$ cat src/rtl/mcp_pkg.sv
`timescale 1ns / 1ps
`default_nettype none
package mcp_pkg;

    // Configuration register indexes
    localparam logic [2:0] CFG_SPOT   = 3'd0;
    localparam logic [2:0] CFG_STRIKE = 3'd1;
    localparam logic [2:0] CFG_RATE   = 3'd2;
    localparam logic [2:0] CFG_VOL    = 3'd3;
    localparam logic [2:0] CFG_YEARS  = 3'd4;
    localparam logic [2:0] CFG_PATHS  = 3'd5;

    // Reset values
    localparam logic [31:0] RST_SPOT   = 32'd6553600;
    localparam logic [31:0] RST_STRIKE = 32'd6553600;
    localparam logic [19:0] RST_RATE   = 20'd3277;
    localparam logic [19:0] RST_VOL    = 20'd13107;
    localparam logic [23:0] RST_YEARS  = 24'd65536;
    localparam logic [24:0] RST_PATHS  = 25'd1024;

    // ln2 in Q.16 and exponent limits
    localparam int unsigned LN2Q    = 45426;
    localparam logic signed [35:0] XLIM_POS = 36'sd1507328;
    localparam logic signed [35:0] XLIM_NEG = -36'sd1507328;
    // bias that makes the reduced argument nonnegative: 34*ln2
    localparam logic [21:0] RED_OFFS = 22'(34 * LN2Q);
    // reciprocal of ln2q, rounded up, scaled by 2^37
    localparam logic [21:0] RED_MUL  = 22'(((64'd1 << 37) + 64'(LN2Q) - 64'd1) / 64'(LN2Q));
    localparam int unsigned RED_SH   = 37;
    localparam logic [6:0]  K_BIAS_SH = 7'd67;

    localparam logic [55:0] SUM_MAX = {56{1'b1}};

    // floor(2^32 / i) for the Taylor term divide; entry 1 is capped to 32 bits
    localparam logic [31:0] RECIP [0:32] = '{
        32'hFFFF_FFFF, 32'hFFFF_FFFF,
        32'((64'd1 << 32) / 64'd2),  32'((64'd1 << 32) / 64'd3),
        32'((64'd1 << 32) / 64'd4),  32'((64'd1 << 32) / 64'd5),
        32'((64'd1 << 32) / 64'd6),  32'((64'd1 << 32) / 64'd7),
        32'((64'd1 << 32) / 64'd8),  32'((64'd1 << 32) / 64'd9),
        32'((64'd1 << 32) / 64'd10), 32'((64'd1 << 32) / 64'd11),
        32'((64'd1 << 32) / 64'd12), 32'((64'd1 << 32) / 64'd13),
        32'((64'd1 << 32) / 64'd14), 32'((64'd1 << 32) / 64'd15),
        32'((64'd1 << 32) / 64'd16), 32'((64'd1 << 32) / 64'd17),
        32'((64'd1 << 32) / 64'd18), 32'((64'd1 << 32) / 64'd19),
        32'((64'd1 << 32) / 64'd20), 32'((64'd1 << 32) / 64'd21),
        32'((64'd1 << 32) / 64'd22), 32'((64'd1 << 32) / 64'd23),
        32'((64'd1 << 32) / 64'd24), 32'((64'd1 << 32) / 64'd25),
        32'((64'd1 << 32) / 64'd26), 32'((64'd1 << 32) / 64'd27),
        32'((64'd1 << 32) / 64'd28), 32'((64'd1 << 32) / 64'd29),
        32'((64'd1 << 32) / 64'd30), 32'((64'd1 << 32) / 64'd31),
        32'((64'd1 << 32) / 64'd32)
    };

    typedef struct packed {
        logic load;
        logic sqrt_step;
        logic volt;
        logic diff;
        logic exp_go;
        logic exp_sel;    // 0: path price, 1: discount
        logic acc;
        logic div_go;
        logic out_load;
    } t_cmd;

    typedef struct packed {
        logic exp_done;
        logic div_done;
        logic batch_end;
        logic out_free;
    } t_sts;

endpackage
`default_nettype wire

$ cat src/rtl/mcp_ctrl.sv
`timescale 1ns / 1ps
`default_nettype none
module mcp_ctrl (
    input  wire logic          i_clk,
    input  wire logic          i_rst_n,
    input  wire logic          i_in_valid,
    output logic               o_in_stall,
    input  wire mcp_pkg::t_sts i_sts,
    output mcp_pkg::t_cmd      o_cmd
);
    import mcp_pkg::*;

    localparam logic [3:0] S_IDLE  = 4'd0;
    localparam logic [3:0] S_SQRT  = 4'd1;
    localparam logic [3:0] S_VOLT  = 4'd2;
    localparam logic [3:0] S_DIFF  = 4'd3;
    localparam logic [3:0] S_EXP1  = 4'd4;
    localparam logic [3:0] S_EXP1W = 4'd5;
    localparam logic [3:0] S_ACC   = 4'd6;
    localparam logic [3:0] S_CHK   = 4'd7;
    localparam logic [3:0] S_DIV   = 4'd8;
    localparam logic [3:0] S_DIVW  = 4'd9;
    localparam logic [3:0] S_EXP2  = 4'd10;
    localparam logic [3:0] S_EXP2W = 4'd11;
    localparam logic [3:0] S_OUT   = 4'd12;

    logic [3:0] r_st;
    logic [3:0] n_st;
    logic [4:0] r_cnt;

    always_comb begin
        o_cmd = '0;
        n_st  = r_st;
        unique case (r_st)
            S_IDLE: begin
                if (i_in_valid) begin
                    o_cmd.load = 1'b1;
                    n_st       = S_SQRT;
                end
            end
            S_SQRT: begin
                o_cmd.sqrt_step = 1'b1;
                if (r_cnt == 5'd20) begin
                    n_st = S_VOLT;
                end
            end
            S_VOLT: begin
                o_cmd.volt = 1'b1;
                n_st       = S_DIFF;
            end
            S_DIFF: begin
                o_cmd.diff = 1'b1;
                n_st       = S_EXP1;
            end
            S_EXP1: begin
                o_cmd.exp_go = 1'b1;
                n_st         = S_EXP1W;
            end
            S_EXP1W: begin
                if (i_sts.exp_done) begin
                    n_st = S_ACC;
                end
            end
            S_ACC: begin
                o_cmd.acc = 1'b1;
                n_st      = S_CHK;
            end
            S_CHK: begin
                n_st = i_sts.batch_end ? S_DIV : S_IDLE;
            end
            S_DIV: begin
                o_cmd.div_go = 1'b1;
                n_st         = S_DIVW;
            end
            S_DIVW: begin
                if (i_sts.div_done) begin
                    n_st = S_EXP2;
                end
            end
            S_EXP2: begin
                o_cmd.exp_go  = 1'b1;
                o_cmd.exp_sel = 1'b1;
                n_st          = S_EXP2W;
            end
            S_EXP2W: begin
                if (i_sts.exp_done) begin
                    n_st = S_OUT;
                end
            end
            S_OUT: begin
                if (i_sts.out_free) begin
                    o_cmd.out_load = 1'b1;
                    n_st           = S_IDLE;
                end
            end
            default: n_st = S_IDLE;
        endcase
    end

    always_ff @(posedge i_clk) begin
        if (!i_rst_n) begin
            r_st  <= S_IDLE;
            r_cnt <= '0;
        end else begin
            r_st  <= n_st;
            r_cnt <= (r_st == S_SQRT) ? r_cnt + 5'd1 : 5'd0;
        end
    end

    assign o_in_stall = (r_st != S_IDLE);
endmodule
`default_nettype wire

$ cat config.mk
export PLATFORM = sky130hd
export DESIGN_NAME = mcp_ctrl
export DESIGN_NICKNAME = d
export VERILOG_FILES = /design/src/rtl/mcp_pkg.sv /design/src/rtl/mcp_ctrl.sv
export SDC_FILE = /design/constraint.sdc
export NUM_CORES = 1
export LEC_CHECK = 0
export BUFFER_PORTS_ARGS = -buffer_cell sky130_fd_sc_hd__buf_2
export CORE_AREA = 2 2 39 41
export CTS_BUF_LIST = sky130_fd_sc_hd__clkbuf_8
export DETAILED_ROUTE_END_ITERATION = 6
export DIE_AREA = 0 0 41 43
export PLACE_DENSITY = 0.69
export SLEW_MARGIN = 40
export SYNTH_ARGS = -nofsm -noshare
export SYNTH_HDL_FRONTEND = slang
export SYNTH_SLANG_ARGS = --single-unit
$ cat constraint.sdc
create_clock -name i_clk -period 1.4 [get_ports i_clk]
set_input_delay 0.28 -clock i_clk [delete_from_list [all_inputs] [get_ports i_clk]]
set_output_delay 0.28 -clock i_clk [all_outputs]
set_load 0.03 [all_outputs]
==> metrics.md, run 1 <==
| Metric | Value |
|---|---|
| Simple-gate share of the synthesized area | `37.5%` |
| Mux share of post-synthesis cell area | `under 10%` |
| PnR worst setup slack | `-0.0681 ns` |
| Ant diodes | `0` |
| Worst VDD drop | `0.574 mV` |
| IO buf count | `16` |
| Slew HR | `84.8%` |
| Sequential area share after synthesis | `30.8%` |
| Mapped Cells | `71` |
| Most used DFF post-synth | `dfxtp_1` |
| Worst skew pair latency | `0.24 ns` |
| Total wire length | `1740 um` |
| Tightest Pin Transition | `0.227 ns` |
| Synth async-reset ratio | `0%` |
| Tmin final | `1.47 ns` |
| Post-synth EDFFs | `0` |
| P per Cell Area | `1010 nW/um^2` |
| I/O Pins | `17` |
| Logic gate share of total power | `40.9%` |
| Cell accounting for the most synthesized area | `dfxtp_1` |
| Clk root buf | `clkbuf_8` |
| Detailed Place HPWL | `1050 um` |
| CP endpoint kind | `output pin` |
| DR vias/cell | `around 5.4` |
| Proportion of netlist area held by the largest area contributor | `30.8%` |
| DR DRC count | `0` |
| Crit Path Max Fanout | `6` |
| Ranking of synthesized cells by area | `dfxtp_1, nor2_1, and3_1, ha_1, nand2_1` |
| Netlist cell types | `33` |
| Area of the core | `1380 um^2` |
| Setup CP Type | `reg -> out` |
| Share of cells above drive strength 1 | `59.2%` |
| Final hold vios | `0` |
| Power Internal | `between 600 and 700 uW` |
| DRT Pass-1 Iters | `4` |
| Wire length per cell | `14.6 um` |
| CTS Hold Bufs | `0` |
| Syn-to-layout area delta | `73.2%` |
| Total congestion overflow | `0` |
| Post-synthesis cell area | `approximately 580 um^2` |
| Hold Worst Slack | `~0.34 ns` |
| Req. time, crit path | `between 1 and 1.5 ns` |
| Overall power | `1.03 mW` |
| Max Slew Vio Count | `0` |
| CTS tree | `done` |
| Die width | `41 um` |
| Worst-path clk slew | `0.04 ns` |
| Final critical-path share of the clock period | `105%` |
| Initial antenna violation count | `0` |
| Startpoint types | `register` |
| Die area | `1760 um^2` |
| Setup Skew | `roughly 0.0015 ns` |
| Synth Area in Compound Gates | `between 10% and 20%` |
| First-pass GRT wire length | `2420 um` |
| Clk buf depth | `2` |
| Status | `finished with violations` |
| Clock power frac | `29.2%` |
| Initial core utilization | `42.2%` |
| Critical path data arrival time | `1.19 ns` |
| Violated checks | `negative setup slack` |
| LEAKAGE | `0.453 nW` |
| H-tree depth | `1` |
| GP Congestion | `0.830` |
| Max Fclk | `0.681 GHz` |
| Fin nets | `113` |
| Post-Synth Adder-Cell Area | `under 10%` |
| Hold crit path type | `in -> reg` |
| Seq pwr share | `29.9%` |
| Die height | `~43 um` |
| Largest net degree at the start of global routing | `9` |
| Syn Nets | `80` |
| Row count | `14` |
| Antenna viol nets, final | `0` |
| TritonCTS Buffers | `3` |
| Maxcap violations | `0` |
| Vias in the first global route | `549` |
| Synth Register Bits | `9` |
| Synth Warn # | `0` |
| Post-Synth XOR/XNOR Area | `approximately 4.5%` |
| Sw Pwr | `between 300 and 400 uW` |
| Mapped Avg Cell Area | `roughly 8 um^2` |
| CTS Sinks | `9` |
| DR vias | `637` |
| All-Layer GR Usage | `about a fifth` |
| Main combinational cell family by area after synthesis | `simple AND/OR/NAND/NOR gates` |
| RSZ-0062 raised after global routing | `yes` |
| # setup viols final | `7` |
| DRT iter0 DRCs | `6` |
| Sw frac | `34.0%` |
==> registers in the layout, indices dropped and copies added (netlist names) <==
signal	cells
r_cnt	5
r_st	4
==> routing by layer <==
layer | wire, um | vias up | track usage [%]
li1 | - | 318 | -
met4 | 17 | 0 | 8.00
met1 | 692 | 299 | 23.3
met2 | 946 | 17 | 34.1
met3 | 87 | 3 | 9.42
met5 | 0 | - | 0
==> cell type report <==
type	count	area [um^2]
clock buffers	3	41.3
clock inverters	1	3.75
fillers	94	372
inverters	3	11.3
multi-input cells	55	459
flip-flops and latches	9	193
well taps	16	20.0
repair buffers	32	284
==> cells in the mapped netlist, drive strengths merged (2+ instances only) <==
cell    instances
nand2b          3
a21oi           2
nand3           4
ha              2
buf             4
a31oi           3
nand2           7
and3            4
inv             3
dfxtp           9
xor2            2
nand4b          2
mux2i           2
nor3            3
nor2            8
==> worst max-delay path, stage by stage (launching register included) <==
cell and delay (ns):
dfxtp_4 0.36, buf_6 0.13, nor4b_4 0.26, buf_4 0.20
==> layout by cell type (no fill, tap or decap), drive strengths merged, types with 2 or more instances in the layout <==
master	instances
buf	32
nand3	4
nand2b	3
clkbuf	3
nor3	3
nand2	7
nor2	8
inv	4
a31oi	3
nand4b	2
and3	4
dfxtp	9
xor2	2
a21oi	2
ha	2
mux2i	2
==> final timing paths <==
path / depth (start not counted) / endpoint / slack (ns) / startpoint
worst max-delay path: 3 / o_cmd[0] / -0.07 / r_st[0]$_SDFFE_PN0P_
worst min-delay path: 3 / r_st[0]$_SDFFE_PN0P_ / 0.34 / i_rst_n
worst max register to register: 6 / r_st[3]$_SDFFE_PN0P_ / 0.05 / r_st[3]$_SDFFE_PN0P_
worst min register to register: 1 / r_cnt[0]$_SDFF_PN0_ / 0.46 / r_cnt[0]$_SDFF_PN0_
==> timing repair <==
item	4_1_cts	5_1_grt
buffers inserted	5	4
pin swaps	6	7
gates resized for setup	32	17
gates cloned	0	0
endpoints found under the setup margin	10	11
==> kinds of logic after synthesis <==
| group | count (synthesis) |
|---|---|
| mux | 2 |
| compound gates | 10 |
| buf+inv | 7 |
| simple gates | 38 |
| flops | 9 |
| fa+ha+maj | 2 |
| xor+xnor | 3 |
==> power groups by stage <==
| stage | Combinational (mW) | Clock, mW | Sequential [mW] |
|---|---|---|---|
| 3_5_place_dp | 0.271 | 0 | 0.305 |
| 6_report | 0.420 | 0.300 | 0.307 |
| 2_1_floorplan | 0.206 | 0 | 0.291 |
| 4_1_cts | 0.349 | 0.310 | 0.307 |
| 3_3_place_gp | 0.264 | 0 | 0.305 |
| 5_1_grt | 0.446 | 0.322 | 0.308 |
==> per-stage QoR <==
stage / std cells / util [%] / worst slack, ns / setup TNS (ns) / instance area [um^2]
after detailed placement: 106 / 52.8 / 0.0566 / 0 / 731
after global routing: 119 / 73.1 / -0.109 / -0.632 / 1010
after CTS: 115 / 66.5 / -0.0613 / -0.230 / 921
final: 119 / 73.1 / -0.0681 / -0.328 / 1010
after floorplan: 71 / - / -0.00481 / -0.00481 / 609
after global placement: 106 / 52.8 / 0.0832 / 0 / 731
No activity file was read; power rests on OpenSTA's default activity.
==> inputs of run 2 (changes only) <==
--- a/config.mk
+++ b/config.mk
@@ -6,11 +6,13 @@
 export NUM_CORES = 1
 export LEC_CHECK = 0
 export BUFFER_PORTS_ARGS = -buffer_cell sky130_fd_sc_hd__buf_2
-export CORE_AREA = 2 2 39 41
+export CAP_MARGIN = 20
+export CELL_PAD_IN_SITES_DETAIL_PLACEMENT = 1
+export CELL_PAD_IN_SITES_GLOBAL_PLACEMENT = 1
+export CORE_UTILIZATION = 37
 export CTS_BUF_LIST = sky130_fd_sc_hd__clkbuf_8
 export DETAILED_ROUTE_END_ITERATION = 6
-export DIE_AREA = 0 0 41 43
-export PLACE_DENSITY = 0.69
+export PLACE_DENSITY_LB_ADDON = 0.1
 export SLEW_MARGIN = 40
 export SYNTH_ARGS = -nofsm -noshare
 export SYNTH_HDL_FRONTEND = slang
==> run 2 against run 1 <==
Net effect: the run still ends with negative setup slack left; first-iteration DRC count increased by 50%; wire length increased by 41%; cell area decreased by 2.5%; core utilization decreased by 1.7 points; clock-buffer cell count unchanged; critical endpoint is now o_cmd[7]; largest cell class unchanged; largest power group unchanged.
==> metrics.md, run 2 (same netlist as run 1, synthesis figures left out) <==
| Metric | Value |
|---|---|
| Status | `finished with violations` |
| Violated checks | `negative setup slack` |
| Max Fclk | `0.668 GHz (-1.9%)` |
| Top reg by flops | `r_cnt` |
| CP endpoint kind | `output pin` |
| Logic gate share of total power | `39.3% (-1.6 points)` |
| Max stage delay on crit path | `0.40 ns (+0.04 ns)` |
| Req. time, crit path | `1.12 ns (about the same)` |
| CTS Sinks | `9 (unchanged)` |
| Largest net degree at the start of global routing | `11 (+2)` |
| I/O Pins | `17 (unchanged)` |
| Clk root buf | `clkbuf_8` |
| GP Congestion | `0.753 (-9.3%)` |
| Fin nets | `114 (+0.88%)` |
| Setup Skew | `0.00684 ns (+0.00533 ns)` |
| Final hold vios | `0 (unchanged)` |
| P per Cell Area | `1020 nW/um^2 (+0.84%)` |
| Final critical-path share of the clock period | `107% (+2.0 points)` |
| CTS tree | `done` |
| Area of the core | `1380 um^2 (about the same)` |
| Crit Path Max Fanout | `9 (+3)` |
| CP max stage cell | `dfxtp_4` |
| DR DRC count | `0 (unchanged)` |
| Most frequent cells in the layout | `buf_4, buf_2, buf_6, nor2_1, nand2_1` |
| Fin cells | `119 (unchanged)` |
| Die width | `41.7 um (+1.8%)` |
| Sw Pwr | `365 uW (+4.7%)` |
| Die height | `41.7 um (-2.9%)` |
| CP Buf/Inv Count | `1 (-1)` |
| Max Slew Vio Count | `0 (unchanged)` |
| Maxcap violations | `0 (unchanged)` |
| Total congestion overflow | `0 (unchanged)` |
| Sw frac | `36.1% (+2.2 points)` |
| Top flop regs | `r_cnt (5), r_st (4)` |
| Antenna viol nets, final | `0 (unchanged)` |
| Tightest Pin Transition | `0.326 ns (+0.0989 ns)` |
| Slew HR | `78.1% (-6.7 points)` |
| Setup TNS | `-0.544 ns (-0.216 ns)` |
| Hold crit path type | `in -> reg` |
| Clock power frac | `29.8% (+0.6 points)` |
| FILL cells | `146 (+55%)` |
| All-Layer GR Usage | `22.6% (+1.4 points)` |
| RSZ-0062 raised after global routing | `yes` |
| Detailed Place HPWL | `1120 um (+7.3%)` |
| Row count | `13 (-1)` |
| DP Cell Count | `105 (-0.94%)` |
| DR vias | `684 (+7.4%)` |
| Total wire length | `2470 um (+41%)` |
| Power Internal | `645 uW (-4.9%)` |
| Seq pwr share | `31.0% (+1.1 points)` |
| Share of cells above drive strength 1 | `56.7% (-2.5 points)` |
| H-tree depth | `1 (unchanged)` |
| Critical path data arrival time | `1.22 ns (+0.03 ns)` |
| IO buf count | `16 (unchanged)` |
| Startpoint types | `register` |
| Initial antenna violation count | `0 (unchanged)` |
| Clk buf depth | `2 (unchanged)` |
| TritonCTS Buffers | `3 (unchanged)` |
| Setup CP Type | `reg -> out` |
| Worst skew pair latency | `0.24 ns (about the same)` |
| Tmin final | `1.50 ns (+0.0287 ns)` |
| Syn-to-layout area delta | `69.0%` |
| LEAKAGE | `0.459 nW (+1.5%)` |
| PnR worst setup slack | `-0.0968 ns (-0.0287 ns)` |
| DRT iter0 DRCs | `9 (+3)` |
| Worst VDD drop | `0.657 mV (+14%)` |
| Vias in the first global route | `620 (+13%)` |
| Commonest non-fill, non-tap cell in the layout | `buf_4` |
| Die area | `1740 um^2 (-1.2%)` |
| Core Util, Final | `71.4% (-1.7 points)` |
| Crit path cell chain | `and2b_2, and2_4, buf_6` |
| Wire length per cell | `20.7 um (+41%)` |
| Worst-path clk slew | `0.04 ns (about the same)` |
| DRT Pass-1 Iters | `4 (unchanged)` |
| Largest register FFs | `5 (unchanged)` |
| First-pass GRT wire length | `2890 um (+20%)` |
| CTS Hold Bufs | `0 (unchanged)` |
| DR vias/cell | `5.75 (+7.4%)` |
| # setup viols final | `11 (+4)` |
| Initial core utilization | `42.3% (about the same)` |
| CP top delay family | `simple AND/OR/NAND/NOR gates` |
| Ant diodes | `0 (unchanged)` |
run 2: cell count changes in the layout (fill, tap and decap cells not counted), sizes merged:
cell    before  now
clkbuf       3    4
run 2: layer usage:
metal  share of wire [%]  wire length [um]  up-vias  track usage [%]
li1                    -                 -      314                -
met1                  40               997      338             28.9
met2                  52              1290       23             35.9
met3                 4.0                98        9             7.83
met4                 3.2                79        0             5.81
met5                   0                 0        -                0
run 2: timing repair:
action | 4_1_cts | 5_1_grt
setup endpoints to repair | 10 | 12
buffers inserted | 6 | 4
pin swaps | 2 | 6
gates resized for setup | 22 | 16
run 2: cell type report:
| type | instances | area (um^2) | share of cell area [%] |
|---|---|---|---|
| timing repair buffer | 33 | 258 | 26.1 |
| tap | 15 | 18.8 | 1.90 |
| sequential | 9 | 196 | 19.9 |
| multi-input combinational | 55 | 458 | 46.4 |
| inverter | 3 | 11.3 | 1.14 |
| clock buffer | 3 | 41.3 | 4.18 |
| clock inverter | 1 | 3.75 | 0.380 |
run 2: worst min-delay path, cell delays in order:
cell,delay [ns]
buf_2,0.14
nand2_1,0.08
a31oi_1,0.05
run 2: stage by stage:
step / hold WS, ns / setup slack [ns] / power, mW / instance area (um^2)
after floorplan: 0.396 / -0.00481 / 0.497 / 609
after global placement: 0.446 / 0.0445 / 0.567 / 729
after detailed placement: 0.456 / -0.0119 / 0.574 / 729
after CTS: 0.343 / -0.0802 / 0.930 / 882
after global routing: 0.368 / -0.183 / 1.05 / 987
final: 0.352 / -0.0968 / 1.01 / 987
run 2: power by group through the flow:
| stage | Clock (mW) | Combinational, mW | Sequential [mW] |
|---|---|---|---|
| CTS | 0.306 | 0.317 | 0.307 |
| global route | 0.319 | 0.419 | 0.314 |
| detailed placement | 0 | 0.262 | 0.313 |
| global placement | 0 | 0.257 | 0.310 |
| floorplan | 0 | 0.206 | 0.291 |
| finish | 0.301 | 0.397 | 0.313 |
run 2: final timing paths:
path	from	to	cells after the start	slack, ns
min	i_rst_n	r_st[0]$_SDFFE_PN0P_	3	0.35
max	r_st[1]$_SDFFE_PN0P_	o_cmd[7]	3	-0.1
min reg2reg	r_cnt[0]$_SDFF_PN0_	r_cnt[0]$_SDFF_PN0_	1	0.45
max reg2reg	r_st[2]$_SDFFE_PN0P_	r_st[1]$_SDFFE_PN0P_	6	-0.07
